File: src/rtl/bcd_pkg.sv
package bcd_pkg;

  localparam int NUM_BUTTONS = 10;
  localparam int SLOT_W      = 4;
  localparam int KIND_W      = 2;
  localparam int TIME_W      = 32;
  localparam int THR_W       = 16;
  localparam int MASK_W      = 10;
  localparam int IDX_W       = (NUM_BUTTONS > 1) ? $clog2(NUM_BUTTONS) : 1;

  localparam logic [THR_W-1:0] THR_RESET = 16'd250;

  // event kind codes
  localparam logic [KIND_W-1:0] KIND_RELEASE = 2'd0;
  localparam logic [KIND_W-1:0] KIND_PRESS   = 2'd1;

  // one access to the press-time memory
  typedef struct packed {
    logic             we;
    logic             re;
    logic [IDX_W-1:0] addr;
    logic [TIME_W-1:0] wdata;
  } mem_req_t;

endpackage

File: src/rtl/bcd_if.sv
interface bcd_in_if;
  import bcd_pkg::*;
  logic              valid;
  logic              ready;
  logic [SLOT_W-1:0] button_slot;
  logic [KIND_W-1:0] event_kind;
  logic [TIME_W-1:0] time_ms;

  modport source (output valid, button_slot, event_kind, time_ms, input ready);
  modport sink   (input valid, button_slot, event_kind, time_ms, output ready);
endinterface

interface bcd_out_if;
  import bcd_pkg::*;
  logic              valid;
  logic              ready;
  logic [MASK_W-1:0] hold_mask;
  logic [SLOT_W-1:0] tap_button;

  modport source (output valid, hold_mask, tap_button, input ready);
  modport sink   (input valid, hold_mask, tap_button, output ready);
endinterface

File: src/rtl/bcd_time_mem.sv
module bcd_time_mem
  import bcd_pkg::*;
(
  input  logic              clk,
  input  logic              rst_n,
  input  mem_req_t          req,
  output logic [TIME_W-1:0] rdata
);

  logic [TIME_W-1:0]      mem [NUM_BUTTONS];
  logic [NUM_BUTTONS-1:0] written_r;
  logic [TIME_W-1:0]      q_r;
  logic                   hit_r;

  // written bits: an entry never written reads as zero
  always_ff @(posedge clk) begin
    if (!rst_n) begin
      written_r <= '0;
    end else if (req.we) begin
      written_r[req.addr] <= 1'b1;
    end
  end

  // storage array, one write or one read per cycle
  always_ff @(posedge clk) begin
    if (req.we) begin
      mem[req.addr] <= req.wdata;
    end
    if (req.re) begin
      q_r   <= mem[req.addr];
      hit_r <= written_r[req.addr];
    end
  end

  assign rdata = hit_r ? q_r : '0;

endmodule

File: src/rtl/bcd_seq.sv
module bcd_seq
  import bcd_pkg::*;
(
  input  logic              clk,
  input  logic              rst_n,
  bcd_in_if.sink            in_if,
  bcd_out_if.source         out_if,
  input  logic [THR_W-1:0]  thr,
  output mem_req_t          mem_req,
  input  logic [TIME_W-1:0] mem_rdata
);

  typedef enum logic [1:0] {ST_IDLE, ST_TAP, ST_SCAN, ST_HOLD} state_t;

  state_t                 state_r, state_nxt;
  logic [NUM_BUTTONS-1:0] flags_r, flags_nxt;
  logic [TIME_W-1:0]      now_r, now_nxt;
  logic [TIME_W-1:0]      tap_time_r, tap_time_nxt;
  logic [SLOT_W-1:0]      slot_r, slot_nxt;
  logic [IDX_W-1:0]       idx_r, idx_nxt;
  logic [MASK_W-1:0]      acc_r, acc_nxt;
  logic                   out_valid_r, out_valid_nxt;
  logic [MASK_W-1:0]      out_mask_r, out_mask_nxt;
  logic [SLOT_W-1:0]      out_tap_r, out_tap_nxt;

  logic              slot_ok;
  logic [IDX_W-1:0]  in_idx;
  logic signed [TIME_W:0] thr_s;
  logic signed [TIME_W:0] diff_s;
  logic              is_tap;
  logic              is_hold;
  logic              out_free;
  logic [MASK_W-1:0] acc_scan;

  assign slot_ok  = {1'b0, in_if.button_slot} < (SLOT_W+1)'(NUM_BUTTONS);
  assign in_idx   = in_if.button_slot[IDX_W-1:0];
  assign thr_s    = $signed({{(TIME_W+1-THR_W){1'b0}}, thr});
  // signed 33-bit age of the entry just read
  assign diff_s   = $signed({1'b0, now_r}) - $signed({1'b0, mem_rdata});
  assign is_tap   = diff_s < thr_s;
  assign is_hold  = flags_r[idx_r] && (diff_s > thr_s) && (tap_time_r > mem_rdata);
  assign out_free = !out_valid_r || out_if.ready;

  // accumulated mask including the entry under scan
  always_comb begin
    acc_scan = acc_r;
    for (int j = 0; j < MASK_W; j++) begin
      if (is_hold && (32'(idx_r) == j)) begin
        acc_scan[j] = 1'b1;
      end
    end
  end

  // sequencer next state
  always_comb begin
    state_nxt     = state_r;
    flags_nxt     = flags_r;
    now_nxt       = now_r;
    tap_time_nxt  = tap_time_r;
    slot_nxt      = slot_r;
    idx_nxt       = idx_r;
    acc_nxt       = acc_r;
    out_valid_nxt = out_valid_r && !out_if.ready;
    out_mask_nxt  = out_mask_r;
    out_tap_nxt   = out_tap_r;
    mem_req       = '0;

    unique case (state_r)
      ST_IDLE: begin
        if (in_if.valid && slot_ok) begin
          if (in_if.event_kind == KIND_PRESS) begin
            flags_nxt[in_idx] = 1'b1;
            mem_req.we        = 1'b1;
            mem_req.addr      = in_idx;
            mem_req.wdata     = in_if.time_ms;
          end else if (in_if.event_kind == KIND_RELEASE) begin
            flags_nxt[in_idx] = 1'b0;
            mem_req.re        = 1'b1;
            mem_req.addr      = in_idx;
            now_nxt           = in_if.time_ms;
            slot_nxt          = in_if.button_slot;
            state_nxt         = ST_TAP;
          end
        end
      end
      ST_TAP: begin
        // released button's press time is on the read port
        if (is_tap) begin
          tap_time_nxt = mem_rdata;
          acc_nxt      = '0;
          idx_nxt      = '0;
          mem_req.re   = 1'b1;
          mem_req.addr = '0;
          state_nxt    = ST_SCAN;
        end else begin
          state_nxt = ST_IDLE;
        end
      end
      ST_SCAN: begin
        acc_nxt = acc_scan;
        if (idx_r == IDX_W'(NUM_BUTTONS - 1)) begin
          if (out_free) begin
            out_valid_nxt = 1'b1;
            out_mask_nxt  = acc_scan;
            out_tap_nxt   = slot_r;
            state_nxt     = ST_IDLE;
          end else begin
            state_nxt = ST_HOLD;
          end
        end else begin
          idx_nxt      = IDX_W'(idx_r + 1'b1);
          mem_req.re   = 1'b1;
          mem_req.addr = IDX_W'(idx_r + 1'b1);
        end
      end
      ST_HOLD: begin
        if (out_free) begin
          out_valid_nxt = 1'b1;
          out_mask_nxt  = acc_r;
          out_tap_nxt   = slot_r;
          state_nxt     = ST_IDLE;
        end
      end
      default: state_nxt = ST_IDLE;
    endcase
  end

  // state and registered outputs
  always_ff @(posedge clk) begin
    if (!rst_n) begin
      state_r     <= ST_IDLE;
      flags_r     <= '0;
      out_valid_r <= 1'b0;
    end else begin
      state_r     <= state_nxt;
      flags_r     <= flags_nxt;
      out_valid_r <= out_valid_nxt;
    end
    now_r      <= now_nxt;
    tap_time_r <= tap_time_nxt;
    slot_r     <= slot_nxt;
    idx_r      <= idx_nxt;
    acc_r      <= acc_nxt;
    out_mask_r <= out_mask_nxt;
    out_tap_r  <= out_tap_nxt;
  end

  assign in_if.ready       = (state_r == ST_IDLE);
  assign out_if.valid      = out_valid_r;
  assign out_if.hold_mask  = out_mask_r;
  assign out_if.tap_button = out_tap_r;

  // checks
  logic tap_in_mask;
  logic [MASK_W-1:0] flags_vis;
  always_comb begin
    flags_vis = '0;
    for (int j = 0; j < MASK_W; j++) begin
      if (j < NUM_BUTTONS) begin
        flags_vis[j] = flags_r[j];
      end
    end
  end
  assign tap_in_mask = |(out_mask_r & (MASK_W'(1) << out_tap_r));

  a_no_rw_overlap: assert property (@(posedge clk) disable iff (!rst_n)
    mem_req.we |-> !mem_req.re)
    else $error("memory read and write in the same cycle");

  a_scan_idx: assert property (@(posedge clk) disable iff (!rst_n)
    (state_r == ST_SCAN) |-> (32'(idx_r) < NUM_BUTTONS))
    else $error("scan index past last button");

  a_tap_not_held: assert property (@(posedge clk) disable iff (!rst_n)
    out_valid_r |-> !tap_in_mask)
    else $error("released button appears in its own hold mask");

  a_mask_pressed: assert property (@(posedge clk) disable iff (!rst_n)
    ((state_r != ST_IDLE) && (state_nxt == ST_IDLE) && out_valid_nxt && !out_valid_r)
      |=> ((out_mask_r & ~flags_vis) == '0))
    else $error("hold mask names a button that is not pressed");

endmodule

File: src/rtl/button_chord_detector.sv
// Button chord detector. Takes timestamped press/release events and, when a
// button is released within hold_threshold_ms of its press, emits one item
// with the slot of that button and a mask of the buttons being held under it
// (still pressed, pressed earlier, and down longer than the threshold). Press
// times sit in a small single-port memory; pressed flags are flip-flops.
// A press, repeat or ignored slot is taken in the idle state, a long release
// goes on to the tap check, and a tap release then scans every button, one
// press time per cycle through the memory's one read port. A result
// waits in an output register while the next item is taken. cfg_we writes
// the threshold (reset 250 ms); write it only while the block is idle.
module button_chord_detector
  import bcd_pkg::*;
(
  input  logic             clk,
  input  logic             rst_n,
  bcd_in_if.sink           in_if,
  bcd_out_if.source        out_if,
  input  logic             cfg_we,
  input  logic [THR_W-1:0] cfg_wdata
);

  logic [THR_W-1:0]  thr_r;
  mem_req_t          mem_req;
  logic [TIME_W-1:0] mem_rdata;

  // threshold register
  always_ff @(posedge clk) begin
    if (!rst_n) begin
      thr_r <= THR_RESET;
    end else if (cfg_we) begin
      thr_r <= cfg_wdata;
    end
  end

  bcd_time_mem u_mem (
    .clk   (clk),
    .rst_n (rst_n),
    .req   (mem_req),
    .rdata (mem_rdata)
  );

  bcd_seq u_seq (
    .clk       (clk),
    .rst_n     (rst_n),
    .in_if     (in_if),
    .out_if    (out_if),
    .thr       (thr_r),
    .mem_req   (mem_req),
    .mem_rdata (mem_rdata)
  );

endmodule

File: src/flat_wrapper.sv
// flat-port wrapper written by rule: the top's interface ports become plain ports
module button_chord_detector_flat import bcd_pkg::*;
  (clk, rst_n, cfg_we, cfg_wdata, in_if_valid, in_if_button_slot, in_if_event_kind, in_if_time_ms, in_if_ready, out_if_valid, out_if_hold_mask, out_if_tap_button, out_if_ready);
  bcd_in_if in_if_i ();
  bcd_out_if out_if_i ();
  input  logic clk;
  input  logic rst_n;
  input  logic cfg_we;
  input  logic [THR_W-1:0] cfg_wdata;
  input wire logic [$bits(in_if_i.valid)-1:0] in_if_valid;
  input wire logic [$bits(in_if_i.button_slot)-1:0] in_if_button_slot;
  input wire logic [$bits(in_if_i.event_kind)-1:0] in_if_event_kind;
  input wire logic [$bits(in_if_i.time_ms)-1:0] in_if_time_ms;
  output wire logic [$bits(in_if_i.ready)-1:0] in_if_ready;
  output wire logic [$bits(out_if_i.valid)-1:0] out_if_valid;
  output wire logic [$bits(out_if_i.hold_mask)-1:0] out_if_hold_mask;
  output wire logic [$bits(out_if_i.tap_button)-1:0] out_if_tap_button;
  input wire logic [$bits(out_if_i.ready)-1:0] out_if_ready;
  assign in_if_i.valid = in_if_valid;
  assign in_if_i.button_slot = in_if_button_slot;
  assign in_if_i.event_kind = in_if_event_kind;
  assign in_if_i.time_ms = in_if_time_ms;
  assign in_if_ready = in_if_i.ready;
  assign out_if_valid = out_if_i.valid;
  assign out_if_hold_mask = out_if_i.hold_mask;
  assign out_if_tap_button = out_if_i.tap_button;
  assign out_if_i.ready = out_if_ready;
  button_chord_detector u_core (.clk(clk), .rst_n(rst_n), .in_if(in_if_i), .out_if(out_if_i), .cfg_we(cfg_we), .cfg_wdata(cfg_wdata));
endmodule
File: config.mk
export PLATFORM = sky130hd
export DESIGN_NAME = button_chord_detector_flat
export DESIGN_NICKNAME = d
export VERILOG_FILES = /design/src/rtl/bcd_pkg.sv /design/src/rtl/bcd_if.sv /design/src/rtl/bcd_time_mem.sv /design/src/rtl/bcd_seq.sv /design/src/rtl/button_chord_detector.sv /design/src/flat_wrapper.sv
export SDC_FILE = /design/constraint.sdc
export NUM_CORES = 1
export LEC_CHECK = 0
export BUFFER_PORTS_ARGS = -buffer_cell sky130_fd_sc_hd__buf_4
export CAP_MARGIN = 10
export CELL_PAD_IN_SITES_DETAIL_PLACEMENT = 1
export CELL_PAD_IN_SITES_GLOBAL_PLACEMENT = 2
export CORE_MARGIN = 2
export CORE_UTILIZATION = 45
export CTS_BUF_LIST = sky130_fd_sc_hd__clkbuf_4
export CTS_CLUSTER_SIZE = 16
export DETAILED_ROUTE_END_ITERATION = 12
export HOLD_SLACK_MARGIN = 0.02
export PLACE_DENSITY = 0.9
export SLEW_MARGIN = 20
export SYNTH_ARGS = -nofsm -noshare
export SYNTH_HDL_FRONTEND = slang
export SYNTH_HIERARCHICAL = 1
export SYNTH_SLANG_ARGS = --single-unit
File: constraint.sdc
create_clock -name clk -period 15.6 [get_ports clk]
set_input_delay 0 -clock clk [delete_from_list [all_inputs] [get_ports clk]]
set_output_delay 0 -clock clk [all_outputs]
set_load 0.01 [all_outputs]
## Word-level counts from Yosys, hierarchy flattened

Memory sizes are Yosys's and may differ from the RTL's. A register that Yosys moved wholly into a read port is not among the register bits.
Cells that the tools add are included.

- $add $sub $neg: 2
- Order comparisons: 9
- Equality and inequality tests: 21
- Mux-type cells: 57
- Bitwise gates (word level): 5
- Reductions and logical operators: 33

Operators with widths:

| kind | number |
|---|---|
| 32-bit 2-to-1 mux | 3 |
| 10-bit 2-to-1 mux | 6 |
| 10-bit one-hot mux with 2 select lines | 2 |
| 38-bit 2-to-1 mux | 1 |
| 33-bit by 17-bit greater-than comparator with 1-bit output | 1 |
| 33-bit by 17-bit less-than comparator with 1-bit output | 1 |
| 32-bit by 32-bit subtractor with 33-bit output | 1 |
| 32-bit greater-than comparator | 1 |
| 1-bit 2-to-1 mux | 21 |
| 4-bit 2-to-1 mux | 5 |
| 10-bit bitwise OR | 2 |
| 4-bit by 3-bit == test with 1-bit output, second input constant | 4 |
| 1-bit logical AND | 16 |
| 4-bit one-hot mux with 2 select lines | 2 |
| 4-bit by 5-bit less-than comparator with 1-bit output, second input constant | 3 |
| 5-bit 2-to-1 mux | 3 |
| 5-bit one-hot mux with 3 select lines | 1 |
| 2-bit 2-to-1 mux | 7 |
| 2-bit != test, second input constant | 6 |
| 10-bit bitwise AND | 1 |
| 10-bit NOT | 1 |
| 1-bit binary-select mux with 4-bit select | 2 |
| 1-bit demux with 4-bit select | 2 |
| 4-bit by 2-bit == test with 1-bit output, second input constant | 2 |
| 20 further kinds | 33 |

- Bits in registers: 136
- Bits in writable memories: 320
- Bits of input ports: 59
- Memories kept: 1

Memory list:

| name | depth | bits a word | rd ports | clocked after Yosys merged registers in | write ports | RTL line | source |
|---|---|---|---|---|---|---|---|
| u_core.u_mem.mem | 10 | 32 | 1 | 1 | 1 | bcd_time_mem.sv:10 | `logic [TIME_W-1:0] mem [NUM_BUTTONS];` |

## Logic depth before layout (Yosys ltp)

- Word-level depth: 10
- Gate-level depth with buffers: 22

## Modules after synthesis

The synthesis kept the hierarchy.

Modules (own cells, without submodules):

| module | times used | cells each | area an instance (um2) | seq. area each (um2) |
|---|---|---|---|---|
| bcd_time_mem | 1 | 766 | 14182.4 | 10800.4 |
| bcd_seq | 1 | 781 | 7772.5 | 3143.0 |
| button_chord_detector | 1 | 51 | 600.6 | 320.3 |

## Worst setup path before layout

OpenSTA, ideal clock, no wires.

- Path kind: flip-flop to flip-flop
- Start point: register u_core.u_mem.hit_r
- End point: register u_core.u_mem.hit_r (enable)
- Library setup time: 0.443 ns
- Arrival time: 5.134 ns
- Setup slack: 10.023 ns
- Stages on the path, launching flop included: 21
- Path buffers: 1
- Cell sequence: edfxtp_1 > clkbuf_1 > and2_1 > fa_1 > nand2b_1 > a21oi_1 > o21ai_0 > nand2b_1 > a21oi_1 > o21bai_1 > a21oi_1 > xnor2_1 > ha_1 > a21o_1 > a21o_1 > a21oi_1 > o21ai_0 > a21oi_1 > and3_1 > nand3_1 > a31oi_1

RTL lines:

| item | RTL line | source |
|---|---|---|
| start, declared | bcd_time_mem.sv:13 | `logic hit_r;` |
| start signal, assigned | bcd_time_mem.sv:31 | `hit_r <= written_r[req.addr];` |

==> results.md <==
- Final cell count without fillers: 2642
- Fraction of layout cells with a size suffix above 1: 20.5%
- Proportion of synthesized area in mux cells: 9.19%
- Gr usage total: 25.5%
- Main combinational cell family by area after synthesis: compound AO/OA/AOI/OAI gates
- Worst VDD drop: 0.0465 mV
- DR vias/cell: 5.72
- Sequential share of power: 50.8%
- R2R Path End: u_core/u_mem/q_r[26]$_DFFE_PP_
- Nets: 2030
- FF/Latch Area: 14300 sq um
- Required @ worst endpoint: 16.09 ns
- HP Start: in_if_button_slot[0]
- Final setup violation count: 0
- Status: complete, no violations
- Synth Instances: 1598
- First-pass GRT wire length: 101 mm
- Period Utilization, post-route: 35.5%
- Initial antenna violation count: 1
- Syn nets: 1747
- Worst hold stages: 5
- Final global-route overflow total: 0
- Clk buf depth: 3
- Synth Register Bits: 488
- Number of global-route vias before repair: 16448
- Cell Rows: 82
- Post-synth ARST share: 0%
- Fin Setup TNS: 0 ns
- Syn Area/Cell: 14.1 sq um
- Top cell type by total area after synthesis: edfxtp_1
- Hold WC Path Type: in -> reg
- Routed Antenna Nets: 0
- Max-Cap Viols: 0
- WL/cell: 25.1 um
- Die Ht: 228 um
- Net switching power: 0.771 mW
- Worst EP arrival: 6.04 ns
- Pin count of the biggest net entering global routing: 136
- Number of post-CTS setup repair buffers: 0
- Worst-path clk slew: 0.07 ns
- Multi-input gate area: 7700 sq um
- Synthesis-to-finish area growth: 18.6%
- Highest Clock Rate: 180 MHz
- DP Wirelength: 37.6 mm
- Switching share of total power: 26.7%
- Minimum clock period: 5.54 ns
- CP startpoint kind: register
- Core box area: 49900 sq um
- Root Driver: clkbuf_4
- Drt total wl: 66.2 mm
- Drt drc: 0
- Cells after DPL: 2286
- Htree depth: 3
- Die X-Extent: 228 um
- Iteration-0 DRC Markers: 1294
- GP Congestion: 0.809
- Adder-cell share of the synthesized area: 5.03%
- Die Area: 51900 sq um
- Worst-case reg-to-reg path depth: 21
- Ys flop type: edfxtp_1
- Skew-Pair Late Insertion Delay: 0.92 ns
- Clock Power Share: 37.3%
- Mapped Area: 22600 sq um
- Sequential fraction of the synthesis area: 63.2%
- # clock sinks: 488
- Critical path type: reg -> reg
- RSZ-0062 raised after global routing: no
- CTS buffer count: 119
- Fin. max-slew vios: 0
- Synth Area in Simple Gates: 8.19%
- Port Buf Inserts: 74
- Routed via count: 15123
- Synth area leaders: edfxtp_1 (60%), ha_1 (4.9%), mux2i_1 (3.9%), dfxtp_1 (3.5%), mux2_2 (3.0%)
- Synth warn: 6
- Comb pwr share: 11.9%
- Io pins: 75
- Leak: 10.0 nW
- Final number of hold-violating endpoints: 0
- Compound-Gate Fraction of Synth Area: 10.1%
- # fillers: 4979
- CTS tree: built
- Critical Path Sink Type: register
- Synth cell types: 86
- Initial core utilization: 45.2%
- Slew Limit Headroom: 31.2%
- Post-route clock skew: 0.0663 ns
- XOR/XNOR share of the synthesized area: 1.05%
- Slew @ Worst Pin: 1.03 ns
- Critical R2R Launch: u_core/u_mem/hit_r$_DFFE_PP_
- Internal power: 2.12 mW
- First-pass detailed-route iteration total: 5
- R2R Setup Slk: 10.06 ns
- Yosys top cell area share: 59.8%
- Top-count cell post-synth: edfxtp_1
- Pwr Density: 108 nW/um^2
- Crit-path max FO: 33
- EDFF count, synth: 449
- Synth cell count leaders: edfxtp_1 (449), nand2_1 (93), ha_1 (89), mux2i_1 (89), and2_1 (69)
## cells in the final DEF (no fill, tap or decap), drive strengths merged, types with 13 or more instances in the layout
cell type,count
nand4,22
mux2,97
nand2,94
clkinv,31
o21ai,32
nand2b,13
nand3,25
buf,98
edfxtp,449
dfxtp,39
a22o,32
nor2b,24
o31ai,35
and2,69
o21a,20
ha,89
nor3,21
clkbuf,174
inv,66
mux2i,89
nor2,52
a21oi,55
xnor2,18
o22ai,33
dlygate4sd3,146
a21o,30
## power by group through the flow
stage	registers [mW]	logic, mW	clock network [mW]
5_1_grt	1.47	0.373	1.16
3_3_place_gp	1.49	0.291	0
2_1_floorplan	1.49	0.212	0
3_5_place_dp	1.50	0.303	0
6_report	1.47	0.345	1.08
4_1_cts	1.47	0.336	1.06
## cell families after synthesis
logic type / Yosys count
AOI/OAI and AO/OA: 304
xor gates and xnor gates: 27
adders and majority gates: 90
buffers and inverters: 148
DFF: 488
muxes: 190
and+or+nand+nor: 351
## worst max-delay path: stages (launching register included)
cell      delay (ns)
edfxtp_1        0.78
and2_1          0.35
ha_1            0.24
fa_1            0.40
nand2b_1        0.18
a21oi_1         0.26
o21ai_0         0.14
nand2b_1        0.09
a21oi_1         0.09
o21bai_1        0.16
a21oi_1         0.12
xnor2_1         0.16
ha_1            0.30
a21o_1          0.18
a21o_1          0.17
a21oi_1         0.13
o21ai_0         0.08
a21oi_1         0.24
and3_1          0.20
nand3_1         0.17
a31oi_4         0.20
buf_4           0.48
## state kept, by name, summed over array words and instances (netlist names), 2 cells and up, named ones only
register                        flops
u_core/u_seq/idx_r                  4
u_core/u_mem/mem                  320
u_core/u_seq/tap_time_r            32
u_core/u_seq/slot_r                 4
u_core/u_seq/out_if.hold_mask      10
u_core/u_seq/state_r                2
u_core/u_mem/q_r                   32
u_core/u_mem/written_r             10
u_core/u_seq/acc_r                 10
u_core/u_seq/out_if.tap_button      4
u_core/thr_r                       16
u_core/u_seq/now_r                 32
## how the worst max path moves through the flow
stage	from	end	slack [ns]	cells past startpoint
CTS	u_core/u_mem/hit_r$_DFFE_PP_	u_core/u_mem/q_r[21]$_DFFE_PP_	10.01	21
global route	u_core/u_mem/hit_r$_DFFE_PP_	u_core/u_mem/q_r[26]$_DFFE_PP_	9.63	21
finish	u_core/u_mem/hit_r$_DFFE_PP_	u_core/u_mem/q_r[26]$_DFFE_PP_	10.06	21
floorplan	u_core/u_mem/hit_r$_DFFE_PP_	u_core/u_mem/hit_r$_DFFE_PP_	10.02	20
detailed placement	u_core/u_mem/hit_r$_DFFE_PP_	u_core/u_mem/q_r[12]$_DFFE_PP_	10.10	21
global placement	u_core/u_mem/hit_r$_DFFE_PP_	u_core/u_mem/q_r[0]$_DFFE_PP_	10.18	21
## cell type report
class	count	area share, %
Timing Repair Buffer	244	8.26
Multi-Input combinational cell	962	28.8
Sequential cell	488	53.3
Clock inverter	34	0.622
Antenna cell	2	0.0187
Tap cell	672	3.14
Inverter	66	0.926
Clock buffer	174	4.88
## metal layers
metal | up-vias | global-route usage, % | wire (um)
met5 | - | 0 | 0
met4 | 0 | 9.95 | 1790
met3 | 127 | 4.10 | 3690
met2 | 584 | 45.7 | 34400
met1 | 7677 | 30.8 | 26300
li1 | 6735 | - | -
## timing repair
item	in CTS	in global routing
gates resized for setup	0	0
endpoints found under the hold margin	440	0
hold buffers	146	0
## per-stage QoR
stage / power [mW] / hold slack, ns / utilization, % / setup slack, ns / instance area [sq um]
after floorplan: 1.70 / 0.0989 / - / 10.02 / 22600
after global placement: 1.79 / 0.189 / 47.7 / 10.18 / 23800
after detailed placement: 1.80 / 0.191 / 47.7 / 10.10 / 23800
after CTS: 2.87 / 0.0200 / 53.6 / 10.01 / 26700
after global routing: 3.01 / 0.0922 / 53.6 / 9.63 / 26700
final: 2.89 / 0.102 / 53.6 / 10.06 / 26700
Power figures use the tool's default switching activity.
